## config.mk

```make
export PLATFORM = sky130hd
export DESIGN_NAME = button_short_press_gesture_flat
export DESIGN_NICKNAME = d
export VERILOG_FILES = /design/src/sv/bspg_pkg.sv /design/src/sv/bspg_in_if.sv /design/src/sv/bspg_out_if.sv /design/src/sv/button_short_press_gesture.sv /design/src/sv/bspg_cfg.sv /design/src/sv/bspg_step.sv /design/src/flat_wrapper.sv
export SDC_FILE = /design/constraint.sdc
export NUM_CORES = 1
export LEC_CHECK = 0
export BUFFER_PORTS_ARGS = -buffer_cell sky130_fd_sc_hd__buf_2
export CAP_MARGIN = 20
export CORE_UTILIZATION = 26
export DETAILED_ROUTE_END_ITERATION = 8
export RECOVER_POWER = 50
export SYNTH_ARGS = -nofsm -noshare
export SYNTH_HDL_FRONTEND = slang
export SYNTH_SLANG_ARGS = --single-unit
```

## constraint.sdc

```tcl
create_clock -name clk -period 9.9 [get_ports clk]
set_clock_uncertainty 0.15 [all_clocks]
set_input_delay 0.99 -clock clk [delete_from_list [all_inputs] [get_ports clk]]
set_output_delay 0.99 -clock clk [all_outputs]
set_load 0.05 [all_outputs]
```

## src/sv/bspg_pkg.sv

```systemverilog
`timescale 1ns / 1ps
// ---------------------------------------------------------------------------
// bspg_pkg
// types and constants shared by the short-press gesture detector
// ---------------------------------------------------------------------------
package bspg_pkg;

	localparam int CFG_W = 16;
	localparam int IDX_W = 2;
	localparam int CNT_W = 4;
	localparam int IN_TIME_W = 32;

	// register indexes of the configuration port
	localparam logic [IDX_W-1:0] REG_SHORT_LIMIT = 2'd0;
	localparam logic [IDX_W-1:0] REG_GAP_MIN = 2'd1;
	localparam logic [IDX_W-1:0] REG_GAP_MAX = 2'd2;

	localparam logic [CFG_W-1:0] RST_SHORT_LIMIT = 16'd500;
	localparam logic [CFG_W-1:0] RST_GAP_MIN = 16'd500;
	localparam logic [CFG_W-1:0] RST_GAP_MAX = 16'd4000;

	localparam logic [CNT_W-1:0] TRAIN_MAX = 4'd10;
	localparam logic [CNT_W-1:0] SETUP_NOW = 4'd2;
	localparam logic [CNT_W-1:0] SETUP_PREV = 4'd3;

	typedef logic [CNT_W-1:0] count_t;

	typedef struct packed {
		logic [CFG_W-1:0] short_limit;
		logic [CFG_W-1:0] gap_min;
		logic [CFG_W-1:0] gap_max;
	} cfg_t;

	typedef struct packed {
		logic level_changed;
		logic setup_gesture;
	} result_t;

endpackage

```

## src/sv/bspg_in_if.sv

```systemverilog
`timescale 1ns / 1ps
// ---------------------------------------------------------------------------
// bspg_in_if
// sample channel: timestamp and button level
// ---------------------------------------------------------------------------
interface bspg_in_if;
	logic        valid;
	logic        ready;
	logic [31:0] time_ms;
	logic        level;

	modport source (output valid, output time_ms, output level, input ready);
	modport sink (input valid, input time_ms, input level, output ready);
endinterface

```

## src/sv/bspg_out_if.sv

```systemverilog
`timescale 1ns / 1ps
// ---------------------------------------------------------------------------
// bspg_out_if
// result channel: level change and setup gesture flags
// ---------------------------------------------------------------------------
interface bspg_out_if;
	logic valid;
	logic ready;
	logic level_changed;
	logic setup_gesture;

	modport source (output valid, output level_changed, output setup_gesture, input ready);
	modport sink (input valid, input level_changed, input setup_gesture, output ready);
endinterface

```

## src/sv/button_short_press_gesture.sv

```systemverilog
`timescale 1ns / 1ps
// ---------------------------------------------------------------------------
// button_short_press_gesture
// short-press train counter with three-then-two setup gesture detection
// ---------------------------------------------------------------------------
// channel   dir  handshake      payload
// sample    in   valid/ready    time_ms[31:0], level
// result    out  valid/ready    level_changed, setup_gesture
// wr_*      in   wr_en          wr_index[1:0], wr_data[15:0]
//
// one transaction per cycle sustained while the result is taken; a sample waits in the
// input register until the train state updates, and its result shows in the cycle after
// reset returns levels to released, counts and times to zero, limits to defaults
// a stalled result holds the result register and a full input register;
// a sample is taken only while the input register is empty or moving on
// ---------------------------------------------------------------------------
module button_short_press_gesture
	import bspg_pkg::*;
#(
	parameter int TIME_BITS = 32
) (
	input  logic             clk,
	input  logic             arst_n,
	bspg_in_if.sink          sample,
	bspg_out_if.source       result,
	input  logic             wr_en,
	input  logic [IDX_W-1:0] wr_index,
	input  logic [CFG_W-1:0] wr_data
);

	cfg_t                 cfg;
	result_t              res;
	logic                 valid_s1;
	logic [TIME_BITS-1:0] time_s1;
	logic                 level_s1;
	logic                 valid_s2;
	result_t              res_s2;
	logic                 advance;
	logic                 fire;

	bspg_cfg u_cfg (
		.clk      (clk),
		.arst_n   (arst_n),
		.wr_en    (wr_en),
		.wr_index (wr_index),
		.wr_data  (wr_data),
		.cfg      (cfg)
	);

	bspg_step #(
		.TIME_BITS (TIME_BITS)
	) u_step (
		.clk    (clk),
		.arst_n (arst_n),
		.fire   (fire),
		.now    (time_s1),
		.level  (level_s1),
		.cfg    (cfg),
		.res    (res)
	);

	assign advance = !valid_s2 || result.ready;
	assign fire = valid_s1 && advance;
	assign sample.ready = !valid_s1 || advance;

	always_ff @(posedge clk or negedge arst_n) begin
		if (!arst_n) begin
			valid_s1 <= 1'b0;
			valid_s2 <= 1'b0;
		end else begin
			if (sample.ready) begin
				valid_s1 <= sample.valid;
			end
			if (advance) begin
				valid_s2 <= valid_s1;
			end
		end
	end

	always_ff @(posedge clk) begin
		if (sample.valid && sample.ready) begin
			time_s1 <= TIME_BITS'(sample.time_ms);
			level_s1 <= sample.level;
		end
		if (fire) begin
			res_s2 <= res;
		end
	end

	assign result.valid = valid_s2;
	assign result.level_changed = res_s2.level_changed;
	assign result.setup_gesture = res_s2.setup_gesture;

endmodule

```

## src/sv/bspg_cfg.sv

```systemverilog
`timescale 1ns / 1ps
// ---------------------------------------------------------------------------
// bspg_cfg
// configuration registers written through a plain write port
// ---------------------------------------------------------------------------
module bspg_cfg
	import bspg_pkg::*;
(
	input  logic             clk,
	input  logic             arst_n,
	input  logic             wr_en,
	input  logic [IDX_W-1:0] wr_index,
	input  logic [CFG_W-1:0] wr_data,
	output cfg_t             cfg
);

	cfg_t cfg_q;

	always_ff @(posedge clk or negedge arst_n) begin
		if (!arst_n) begin
			cfg_q.short_limit <= RST_SHORT_LIMIT;
			cfg_q.gap_min <= RST_GAP_MIN;
			cfg_q.gap_max <= RST_GAP_MAX;
		end else if (wr_en) begin
			case (wr_index)
				REG_SHORT_LIMIT: cfg_q.short_limit <= wr_data;
				REG_GAP_MIN: cfg_q.gap_min <= wr_data;
				REG_GAP_MAX: cfg_q.gap_max <= wr_data;
				default: ;
			endcase
		end
	end

	assign cfg = cfg_q;

endmodule

```

## src/sv/bspg_step.sv

```systemverilog
`timescale 1ns / 1ps
// ---------------------------------------------------------------------------
// bspg_step
// press train state and per-sample update, one sample per cycle on fire
// ---------------------------------------------------------------------------
module bspg_step
	import bspg_pkg::*;
#(
	parameter int TIME_BITS = 32
) (
	input  logic                 clk,
	input  logic                 arst_n,
	input  logic                 fire,
	input  logic [TIME_BITS-1:0] now,
	input  logic                 level,
	input  cfg_t                 cfg,
	output result_t              res
);

	localparam int CW = (TIME_BITS > CFG_W + 1) ? TIME_BITS : CFG_W + 1;

	logic                 level_q;
	logic [TIME_BITS-1:0] last_change_q;
	count_t               count_q;
	count_t               prev_count_q;
	logic [TIME_BITS-1:0] train_time_q;
	logic [TIME_BITS-1:0] prev_time_q;

	logic                 changed;
	logic                 release_edge;
	logic [TIME_BITS-1:0] elapsed;
	logic                 is_short;
	count_t               count_a;
	count_t               prev_count_a;
	logic [TIME_BITS-1:0] train_time_a;
	logic [CW-1:0]        close_limit;
	logic                 close;
	logic [TIME_BITS-1:0] gap;
	logic                 gap_ok;
	logic                 setup;

	always_comb begin
		changed = (level != level_q);
		release_edge = changed && level;
		elapsed = now - last_change_q;
		is_short = CW'(elapsed) < CW'(cfg.short_limit);

		count_a = count_q;
		prev_count_a = prev_count_q;
		train_time_a = train_time_q;
		if (release_edge) begin
			if (is_short) begin
				if (count_q < TRAIN_MAX) begin
					count_a = count_q + count_t'(1);
				end
				train_time_a = now;
			end else begin
				count_a = '0;
				prev_count_a = '0;
			end
		end

		// elapsed time is not cleared on a change, so a close excludes a change
		close_limit = CW'({cfg.short_limit, 1'b0});
		close = level && !changed && (count_a != '0) && (CW'(elapsed) > close_limit);

		gap = train_time_a - prev_time_q;
		gap_ok = (CW'(gap) >= CW'(cfg.gap_min)) && (CW'(gap) <= CW'(cfg.gap_max));
		setup = close && (count_a == SETUP_NOW) && (prev_count_a == SETUP_PREV) && gap_ok;
	end

	always_ff @(posedge clk or negedge arst_n) begin
		if (!arst_n) begin
			level_q <= 1'b1;
			last_change_q <= '0;
			count_q <= '0;
			prev_count_q <= '0;
			train_time_q <= '0;
			prev_time_q <= '0;
		end else if (fire) begin
			if (changed) begin
				level_q <= level;
				last_change_q <= now;
			end
			train_time_q <= train_time_a;
			if (close) begin
				count_q <= '0;
				prev_count_q <= count_a;
				prev_time_q <= train_time_a;
			end else begin
				count_q <= count_a;
				prev_count_q <= prev_count_a;
			end
		end
	end

	assign res.level_changed = changed;
	assign res.setup_gesture = setup;

	a_count_sat: assert property (@(posedge clk) disable iff (!arst_n)
		(count_q <= TRAIN_MAX) && (prev_count_q <= TRAIN_MAX))
		else $error("train count above saturation");

	a_setup_not_on_change: assert property (@(posedge clk) disable iff (!arst_n)
		setup |-> !changed)
		else $error("setup flagged on a level change");

	a_setup_closes_train: assert property (@(posedge clk) disable iff (!arst_n)
		(fire && setup) |=> (count_q == '0) && (prev_count_q == SETUP_NOW))
		else $error("setup did not close the train");

	a_change_stores_level: assert property (@(posedge clk) disable iff (!arst_n)
		(fire && changed) |=> (level_q == $past(level)) && (last_change_q == $past(now)))
		else $error("level change not recorded");

endmodule
```

## src/flat_wrapper.sv

```systemverilog
// flat-port wrapper written by rule: the top's interface ports become plain ports
module button_short_press_gesture_flat import bspg_pkg::*;
#(
	parameter int TIME_BITS = 32
)
  (clk, arst_n, wr_en, wr_index, wr_data, sample_valid, sample_time_ms, sample_level, sample_ready, result_valid, result_level_changed, result_setup_gesture, result_ready);
  bspg_in_if sample_i ();
  bspg_out_if result_i ();
  input  logic clk;
  input  logic arst_n;
  input  logic wr_en;
  input  logic [IDX_W-1:0] wr_index;
  input  logic [CFG_W-1:0] wr_data;
  input wire logic [$bits(sample_i.valid)-1:0] sample_valid;
  input wire logic [$bits(sample_i.time_ms)-1:0] sample_time_ms;
  input wire logic [$bits(sample_i.level)-1:0] sample_level;
  output wire logic [$bits(sample_i.ready)-1:0] sample_ready;
  output wire logic [$bits(result_i.valid)-1:0] result_valid;
  output wire logic [$bits(result_i.level_changed)-1:0] result_level_changed;
  output wire logic [$bits(result_i.setup_gesture)-1:0] result_setup_gesture;
  input wire logic [$bits(result_i.ready)-1:0] result_ready;
  assign sample_i.valid = sample_valid;
  assign sample_i.time_ms = sample_time_ms;
  assign sample_i.level = sample_level;
  assign sample_ready = sample_i.ready;
  assign result_valid = result_i.valid;
  assign result_level_changed = result_i.level_changed;
  assign result_setup_gesture = result_i.setup_gesture;
  assign result_i.ready = result_ready;
  button_short_press_gesture #(.TIME_BITS(TIME_BITS)) u_core (.clk(clk), .arst_n(arst_n), .sample(sample_i), .result(result_i), .wr_en(wr_en), .wr_index(wr_index), .wr_data(wr_data));
endmodule
```

# --- After elaboration in Yosys (flattened, before gate mapping) ---
# Index checks and enable logic that the tools add are counted.
word_totals:
  word_cells: 59
  out_inout_bits: 4
  regBits: 190
  input_bits: 56
classes:
  eq_ne: 5
  addsub: 3
  magnitude_cmp: 5
  n_reduce_logical: 22
  mux: 9
ops:
  columns: ["cell", "count"]
  rows:
  - ["$mux 32", 2]
  - ["$sub 32x32->32", 2]
  - ["$ge 32x16->1", 1]
  - ["$gt 32x17->1", 1]
  - ["$le 32x16->1", 1]
  - ["$lt 32x16->1", 1]
  - ["$mux 4", 7]
  - ["$logic_and 1x1->1", 10]
  - ["$reduce_and 2->1", 5]
  - ["$eq 4x2->1 const B", 2]
  - ["$add 4x1->4 const B", 1]
  - ["$lt 4x4->1 const B", 1]
  - ["$reduce_bool 4->1", 1]
  - ["$logic_not 1->1", 3]
  - ["$eq 2x1->1 const B", 1]
  - ["$eq 2x2->1 const B", 1]
  - ["$logic_not 2->1", 1]
  - ["$logic_or 1x1->1", 2]
  - ["$ne 1x1->1", 1]

# --- Longest topological paths before layout ---
# Gate-level depths: netlist of run 1.
logic_depth:
  ltp_word: 10
  mapped_depth: 44

# --- Cells and area by module ---
# A second synthesis of run 1 with hierarchy kept.
hier_totals:
  cells_unflattened: 1326
  area_unflattened_um2: 12694.7
modules_own_cells:
  columns: ["module", "seq_area_each_um2", "area_per_inst_um2", "cells_per_inst", "n_inst"]
  rows:
  - ["bspg_step", 2628.8, 9701.8, 1181, 1]
  - ["bspg_cfg", 1223.7, 1838.0, 102, 1]
  - ["button_short_press_gesture", 1101.1, 1154.9, 43, 1]

# --- Least setup slack after synthesis of run 1 ---
# OpenSTA, ideal clock, no wires.
synth_path:
  path_type: "flip-flop to flip-flop"
  from: "register u_core.u_step.last_change_q[1]"
  to: "register u_core.res_s2 (netlist bit u_core.result.setup_gesture) (data pin)"
  t_required_ns: 9.560
  path_stages_with_launch: 42
  n_path_buf: 1
  setup_ns: 0.190
  arrival_time_ns: 8.831
  slack_ns: 0.729
  cell_sequence: "dfrtp_1 > inv_1 > ha_1 > nor2b_1 > o2111a_1 > or3_1 > nand2_1 > o211ai_1 > and2_1 > o21ai_0 > nand2_1 > xor2_1 > ha_1 > a21oi_1 > o211ai_1 > a211oi_1 > o21a_1 > nand2_1 > [... 6 more ...] > o31a_1 > or2_2 > a21oi_1 > nor2_1 > nor2_1 > xnor2_1 > ha_1 > and4_1 > nand3_1 > nor2_1 > o2bb2ai_1 > a31oi_1 > a2111o_1 > a2111oi_0 > nand4_1 > a2111oi_4 > or4b_1 > a2111oi_2"
synth_between:
  word_cells_on_any_way: 21
  cone_classes: "2 x add/sub; 4 x order compare; 2 x eq/ne; 6 x mux; 7 x reduce/logical"
synth_lines:
  columns: ["element", "line_no", "rtl"]
  rows:
  - ["start, declared", "bspg_step.sv:23", "logic [TIME_BITS-1:0] last_change_q;"]
  - ["start signal, assigned", "bspg_step.sv:83", "last_change_q <= now;"]
  - ["$sub 32x32->32 (*)", "bspg_step.sv:45", "elapsed = now - last_change_q;"]
  - ["$lt 32x16->1 (*)", "bspg_step.sv:46", "is_short = CW'(elapsed) < CW'(cfg.short_limit);"]
  - ["$mux 32 (*)", "bspg_step.sv:52", "if (is_short) begin"]
  - ["$mux 32 (*)", "bspg_step.sv:51", "if (release_edge) begin"]
  - ["named net u_core.u_step.train_time_a[6]", "bspg_step.sv:35", "logic [TIME_BITS-1:0] train_time_a;"]
  - ["$sub 32x32->32 (*)", "bspg_step.sv:67", "gap = train_time_a - prev_time_q;"]
  - ["$ge 32x16->1 / $le 32x16->1 (equally long branches)", "bspg_step.sv:68", "gap_ok = (CW'(gap) >= CW'(cfg.gap_min)) && (CW'(gap) <= CW'(cfg.gap_max));"]
  - ["$logic_and 1x1->1 (*)", "bspg_step.sv:68", null]
  - ["$logic_and 1x1->1 (*)", "bspg_step.sv:69", "setup = close && (count_a == SETUP_NOW) && (prev_count_a == SETUP_PREV) && gap_ok;"]
  - ["named net u_core.u_step.setup", "bspg_step.sv:40", "logic setup;"]
  - ["end signal, assigned", "button_short_press_gesture.sv:86", "res_s2 <= res;"]
  - ["end, declared", "button_short_press_gesture.sv:37", "result_t res_s2;"]
# Mark *: on every way through the listed nets, which the timed path passes. The rest lies on a longest branch.
# A chain may end at the register's enable or synchronous reset.

# --- Worst setup path in the final report of run 1 ---
layout_path:
  from: "register u_core.time_s1[1]"
  to: "register u_core.res_s2 (netlist bit u_core.result.setup_gesture) (data pin)"
layout_between:
  word_cells_on_any_way: 21
  cone_classes: "2 x add/sub; 4 x order compare; 2 x eq/ne; 6 x mux; 7 x reduce/logical"
layout_lines:
  columns: ["element", "line_no", "rtl"]
  rows:
  - ["start, declared", "button_short_press_gesture.sv:34", "logic [TIME_BITS-1:0] time_s1;"]
  - ["start signal, assigned", "button_short_press_gesture.sv:82", "time_s1 <= TIME_BITS'(sample.time_ms);"]
  - ["$sub 32x32->32 (*)", "bspg_step.sv:45", null]
  - ["$lt 32x16->1 (*)", "bspg_step.sv:46", null]
  - ["$mux 32 (*)", "bspg_step.sv:52", null]
  - ["$mux 32 (*)", "bspg_step.sv:51", null]
  - ["named net u_core.u_step.train_time_a[6]", "bspg_step.sv:35", null]
  - ["$sub 32x32->32 (*)", "bspg_step.sv:67", null]
  - ["$ge 32x16->1 / $le 32x16->1 (equally long branches)", "bspg_step.sv:68", null]
  - ["$logic_and 1x1->1 (*)", "bspg_step.sv:68", null]
  - ["$logic_and 1x1->1 (*)", "bspg_step.sv:69", null]
  - ["named net u_core.u_step.setup", "bspg_step.sv:40", null]
# Marked as above.

==> impl_metrics.yaml, run 1 <==
global_route:
  grt_usage: 0.1371
  grt_start_max_net_pins: 90
  antenna_found_initial: 0
  overflow: 0
  grt_pass1_wl_um: 54420
  first_global_vias: 10230
critical_path:
  cpMostUsedCell: "ha_1"
  required_ps: 10020
  r2r_cells: 40
  cp.arrival_ps: 9610
  cpLargestDelayFamily: "compound AO/OA/AOI/OAI gates"
  rr_startpoint: "u_core.time_s1[1]"
  startpoint_type: "flip-flop"
  regToRegEndpoint: "u_core.result.setup_gesture"
  regToRegSetupSlack_ps: 410
  path_max_fanout: 7
  critical_path_class: "reg2reg"
  cp-end-kind: "flip-flop"
  slowest_stage: "or4b_1"
  max_stage_delay_ps: 480
  crit_buf_inv: 1
outcome:
  violations: "max-capacitance violations, max-slew violations"
  status: "finished with violations"
yosys:
  ys_seq_area_frac: 0.3803
  synth-edff-count: 35
  syn_inst: 1408
  yosys_warnings: 0
  netlist_top_cells_count: "nand2_1, dfrtp_1, inv_1, ha_1, o21ai_0"
  syn_nets: 1594
  yosysMostFrequentCell: "nand2_1"
  ys.flop_type: "dfrtp_1"
  synth_top_area_cell: "dfrtp_1"
  async_flop_share: 0.8158
  netlist_top_cells_area: "dfrtp_1, ha_1, edfxtp_1, nand2_1, mux2_2"
  ys_ff_latch: 190
  synth_top_area_share: 0.2613
  syn_area_per_cell_um2: 9.252
  synth_area_mm2: 0.01303
  ys_types: 89
floorplanning:
  start_util: 0.2650
  row_count: 81
  die_h_um: 225.8
  dieArea_mm2: 0.05100
  io_pins: 60
  fp.coreArea_mm2: 0.04915
  dieWidth_um: 225.8
timing:
  worst_slew_pin_slew_ps: 5078
  timing.fmax_ghz: 0.1054
  drv_slew: 169
  fin_crit_sh: 0.9587
  hold_violations: 0
  holdWs_ps: 320.9
  slew_headroom: -2.385
  setup_violations: 0
  rsz0062_at_grt: "false"
  tns_ps: 0
  finalCriticalPeriod_ps: 9492
cts:
  cts.sinks: 190
  path_clk_slew_ps: 70
  cts_made_buffers: 17
  insertion_delay_ps: 470
  htree_levels: 4
  cts_tree: "done"
  root_buffer: "clkbuf_16"
  ctsLongestPathBuffers: 2
  cts_hold_buf: 0
detailed_routing:
  wl_um: 34290
  drtIter0Drc: 685
  drc: 0
  detail-route-antenna-nets: 0
  vias_per_cell: 4.839
  vias: 10330
  first_pass_iters: 5
  wl_per_cell_um: 16.06
power_and_ir_drop:
  leakage_nw: 6.666
  ir_worst_vdd_uv: 116.3
  p_per_area_mw_per_mm2: 236.6
  power.total_mw: 3.472
cells_and_area:
  synthToLayoutAreaGrowth_pct: 12.66
  antenna_cells: 0
  drive_gt1_frac: 0.1394
  final_nets: 1644
  fill_cells: 5127
placement:
  io_buffers: 59
  hpwl_um: 26620
  gp_congestion: 0.8974
worst_hold_path:
  whs_endpoint: "u_core.u_step.train_time_q[5]"
  worstHoldStart: "u_core.u_step.train_time_q[5]"
  whs_path_depth: 2
  hold_class: "reg2reg"
job:
  drv_cap: 3
[cells in the final DEF (no fill, tap or decap), types with 10 or more instances in the layout]
cell | netlist | final
a211oi_1 | 17 | 16
a21o_1 | 24 | 24
a21oi_1 | 79 | 79
buf_2 | 3 | 49
clkbuf_1 | 31 | 14
clkbuf_16 | 0 | 17
dfrtp_1 | 136 | 136
dfstp_2 | 19 | 18
edfxtp_1 | 35 | 35
ha_1 | 128 | 128
inv_1 | 134 | 134
mux2_1 | 29 | 29
mux2_2 | 69 | 69
nand2_1 | 211 | 210
nand2b_1 | 10 | 10
nand3_1 | 23 | 23
nand4_1 | 22 | 22
nor2_1 | 66 | 66
nor2b_1 | 14 | 14
nor3_1 | 21 | 21
o21a_1 | 19 | 19
o21ai_0 | 93 | 93
o21ai_1 | 12 | 12
xnor2_1 | 18 | 18
xor2_1 | 18 | 17
[layout make-up]
class | count | area (µm²) | share of cell area
timing repair buffer | 74 | 436.7 | 0.02976
sequential | 190 | 4954 | 0.3375
clock inverter | 13 | 106.4 | 0.007247
inverter | 136 | 510.5 | 0.03479
tap | 664 | 830.8 | 0.05661
clock buffer | 19 | 432.9 | 0.02950
multi-input combinational | 1039 | 7405 | 0.5046
[stage by stage]
step	cells	area (µm²)	util	worst slack [ps]
finish	2135	14680	0.2986	408.4
global placement	2099	14080	0.2864	273.7
detailed placement	2099	14080	0.2864	132.2
global route	2135	14680	0.2986	0.003553
CTS	2131	14620	0.2973	79.35
floorplan	1408	13030	-	729.1
[worst reg2reg max path, delay by kind of cell (launching register included)]
kind,cells,cell delay (ps)
and+or+nand+nor,15,2780
AOI/OAI and AO/OA,17,3780
muxes,1,370
xor gates and xnor gates,2,350
buffers and inverters,1,150
DFF,1,460
adders and majority gates,4,1270
[how the worst max path moves through the flow]
stage	startpoint	to	slack (ps)	depth (start not counted)
finish	u_core.time_s1[1]	u_core.result.setup_gesture	410	40
global route	u_core.time_s1[6]	u_core.result.setup_gesture	0.004	40
CTS	u_core.time_s1[1]	u_core.result.setup_gesture	80	39
floorplan	u_core.u_step.last_change_q[1]	u_core.result.setup_gesture	730	41
detailed placement	u_core.time_s1[1]	u_core.result.setup_gesture	130	39
global placement	u_core.time_s1[1]	u_core.result.setup_gesture	270	39
[routing by layer]
metal  vias to the layer above  share of wire  track usage
met5                         -              0            0
met3                        65          0.032      0.02212
met1                      4943           0.46       0.1752
met4                         0          0.031      0.05815
met2                       200           0.48       0.2278
li1                       5123              -            -
[registers in the layout, summed over array words and instances, names as in the netlist]
| register | cells |
|---|---|
| u_core.u_cfg.cfg | 48 |
| u_core.time_s1 | 32 |
| u_core.u_step.last_change_q | 32 |
| u_core.u_step.prev_time_q | 32 |
| u_core.u_step.train_time_q | 32 |
| u_core.u_step.count_q | 4 |
| u_core.u_step.prev_count_q | 4 |
| u_core.level_s1 | 1 |
| u_core.result.level_changed | 1 |
| u_core.result.setup_gesture | 1 |
| u_core.result.valid | 1 |
| u_core.u_step.level_q | 1 |
| u_core.valid_s1 | 1 |
[kinds of logic (layout without fill, tap and decap cells)]
kind of cell,count (synthesis),count (layout),share of synthesized area
compound gates,343,343,0.1742
buf+inv,179,242,0.05388
mux,106,106,0.09087
simple gates,424,424,0.1505
fa+ha+maj,130,130,0.1260
xor+xnor,36,36,0.02420
flops,190,190,0.3803
[where the power goes]
part	switching (mW)	internal [mW]
clock network	0.329	0.328
registers	0.0518	0.927
logic	1.10	0.733
[what timing repair did]
item / 4_1_cts / 5_1_grt
gates resized for setup: 0 / 6
setup endpoints to repair: 0 / 1
endpoints found under the hold margin: 0 / 0
buffers inserted: 0 / 2
Note: power is estimated with default switching activity, not from simulation.
==> inputs of run 2 (changes only) <==
- ABC_AREA: default -> 1
- CORE_ASPECT_RATIO: default -> 1.1
==> run 2 against run 1 <==
  * The run still ends with max-capacitance violations, max-slew violations left
  * Critical path type unchanged
  * Fmax grew 15%
  * First-iteration DRC count grew 9.3%
  * Critical endpoint unchanged
  * Flip-flop and latch count is the same
  * Sequential share of layout area shrank 0.36 points
  * Utilization shrank 0.28 points
  * Final area grew 1.1%
  * Setup slack gained 1200 ps
  * Worst hold slack gained 15 ps
  * Routed wire length grew 5.0%
  * Critical path depth grew 4
==> impl_metrics.yaml, run 2 <==
global_route:
  grt_start_max_net_pins: 95
  grt_util_met2: 0.2580
  antenna_found_initial: 0
  grtUsageMet1: 0.1737
  grt_pass1_wl_um: 58510
  grt_usage: 0.1437
  grt-busiest-layer: "met2"
  grtUsageMet3: 0.01590
  first_global_vias: 11300
  overflow: 0
cts:
  ctsLongestPathBuffers: 2
  root_buffer: "clkbuf_16"
  cts_made_buffers: 17
  insertion_delay_ps: 460
  postCtsSetupRepairBufs: 0
  cts_hold_buf: 0
  path_clk_slew_ps: 80
  cts_tree: "done"
  cts_resized: 0
  htree_levels: 4
  cts.sinks: 190
floorplanning:
  row_count: 86
  io_pins: 60
  start_util: 0.2641
  die_h_um: 238.7
  fp.coreArea_mm2: 0.05014
  dieArea_mm2: 0.05184
  dieWidth_um: 217.2
timing:
  drv_slew: 129
  hold_violations: 0
  fin_crit_sh: 0.8365
  finalCriticalPeriod_ps: 8282
  rsz0062_at_grt: "false"
  setup_violations: 0
  tns_ps: 0
  worst_slew_pin_slew_ps: 5271
  timing.fmax_ghz: 0.1207
  slew_headroom: -2.514
cells_and_area:
  drive_gt1_frac: 0.05954
  final_nets: 2071
  synthToLayoutAreaGrowth_pct: 12.00
  register_area_mm2: 0.004954
  multiInputGateArea_mm2: 0.006837
  largest_reg_flops: 48
  final_cell_mix: "nand2_1, inv_1, o21ai_0, dfrtp_1, nor2_1"
  fill_cells: 5503
  layout_commonest_cell: "nand2_1"
  antenna_cells: 0
critical_path:
  max_stage_delay_ps: 500
  startpoint_type: "flip-flop"
  regToRegEndpoint: "u_core.result.setup_gesture"
  slowest_stage: "buf_4"
  critical_path_class: "reg2reg"
  cp-end-kind: "flip-flop"
  rr_startpoint: "u_core.time_s1[0]"
  r2r_cells: 44
  cp.arrival_ps: 8450
  cpMostUsedCell: "nand3_1"
  regToRegSetupSlack_ps: 1620
  path_max_fanout: 65
  required_ps: 10070
yosys:
  async_flop_share: 0.8158
  ys_seq_area_frac: 0.3741
  synth_area_mm2: 0.01324
  synth_top_area_cell: "dfrtp_1"
  yosysMostFrequentCell: "nand2_1"
  synth-edff-count: 35
  netlist_top_cells_area: "dfrtp_1, nand2_1, ha_1, inv_1, edfxtp_1"
  syn_nets: 2024
  yosys_warnings: 0
  ys_ff_latch: 190
  synth_top_area_share: 0.2570
  syn_inst: 1838
  syn_area_per_cell_um2: 7.205
  ys_types: 42
  ys.flop_type: "dfrtp_1"
  netlist_top_cells_count: "nand2_1, inv_1, o21ai_0, dfrtp_1, nor2_1"
placement:
  io_buffers: 59
  hpwl_um: 28740
  gp_congestion: 0.9413
job:
  drv_cap: 2
detailed_routing:
  wl_um: 36010
  vias_per_cell: 4.499
  drtIter0Drc: 749
  detail-route-antenna-nets: 0
  drc: 0
  wl_per_cell_um: 14.08
  vias: 11510
  first_pass_iters: 5
worst_hold_path:
  worstHoldStart: "u_core.u_cfg.cfg[2]"
  hold_class: "reg2reg"
  whs_endpoint: "u_core.u_cfg.cfg[2]"
  whs_path_depth: 2
outcome:
  status: "finished with violations"
  violations: "max-capacitance violations, max-slew violations"
run 2: cell types whose count changed after synthesis, sizes merged, moves of 16 or more:
cell	previous run	this run
nand3	23	62
inv	135	341
mux2	98	1
a21oi	80	119
o21a	19	3
a211oi	18	2
nand2	212	527
nor2	66	139
o21ai	105	187
a21o	24	3
run 2: cell families after synthesis:
| group | share of synthesized area |
|---|---|
| AO/OA/AOI/OAI | 0.1308 |
| adder cells (fa/ha/maj) | 0.1240 |
| multiplexers | 0.0008503 |
| AND/OR/NAND/NOR | 0.2328 |
| buffers and inverters | 0.1104 |
| XOR/XNOR | 0.02712 |
| flip-flops | 0.3741 |
run 2: worst max path at each step:
| stage | cells after the start | to | start | slack [ps] |
|---|---|---|---|---|
| floorplan | 47 | u_core.result.setup_gesture | u_core.u_step.last_change_q[0] | 3370 |
| global placement | 44 | u_core.result.setup_gesture | u_core.time_s1[0] | 1600 |
| detailed placement | 46 | u_core.result.setup_gesture | u_core.time_s1[0] | 1620 |
| CTS | 46 | u_core.result.setup_gesture | u_core.time_s1[0] | 1570 |
| global route | 46 | u_core.result.setup_gesture | u_core.time_s1[0] | 850 |
| finish | 44 | u_core.result.setup_gesture | u_core.time_s1[0] | 1620 |
run 2: worst max-delay path: cells and delay by family (launching register included):
kind,cells,cell delay (ps)
flops,1,320
compound gates,8,1590
buf+inv,5,850
simple gates,24,3100
xor+xnor,2,460
fa+ha+maj,5,1630
run 2: area by class of cell:
class,instances,area share
timing repair buffer,66,0.02244
sequential,190,0.3340
multi-input combinational,1269,0.4609
inverter,341,0.08630
tap,660,0.05568
clock inverter,14,0.01173
clock buffer,18,0.02894
run 2: stage by stage:
stage            util  area, µm²  hold WS, ps  setup WS, ps  std cells
2_1_floorplan       -      13240        303.0          3372       1838
3_3_place_gp   0.2837      14230        319.9          1603       2523
3_5_place_dp   0.2837      14230        325.3          1616       2523
4_1_cts        0.2958      14830        344.5          1572       2555
5_1_grt        0.2958      14830        359.6         845.3       2558
6_report       0.2958      14830        335.5          1618       2558
run 2: per-layer routing:
metal  routed length (µm)  vias up
met5                    0        -
met2                18390      187
li1                     -     5915
met3                  934       50
met1                15570     5356
met4                 1119        0
Power of run 2 is left out: the tool's default activity adds up to more than one toggle a clock period on the data nets, which glitch-free logic cannot reach.
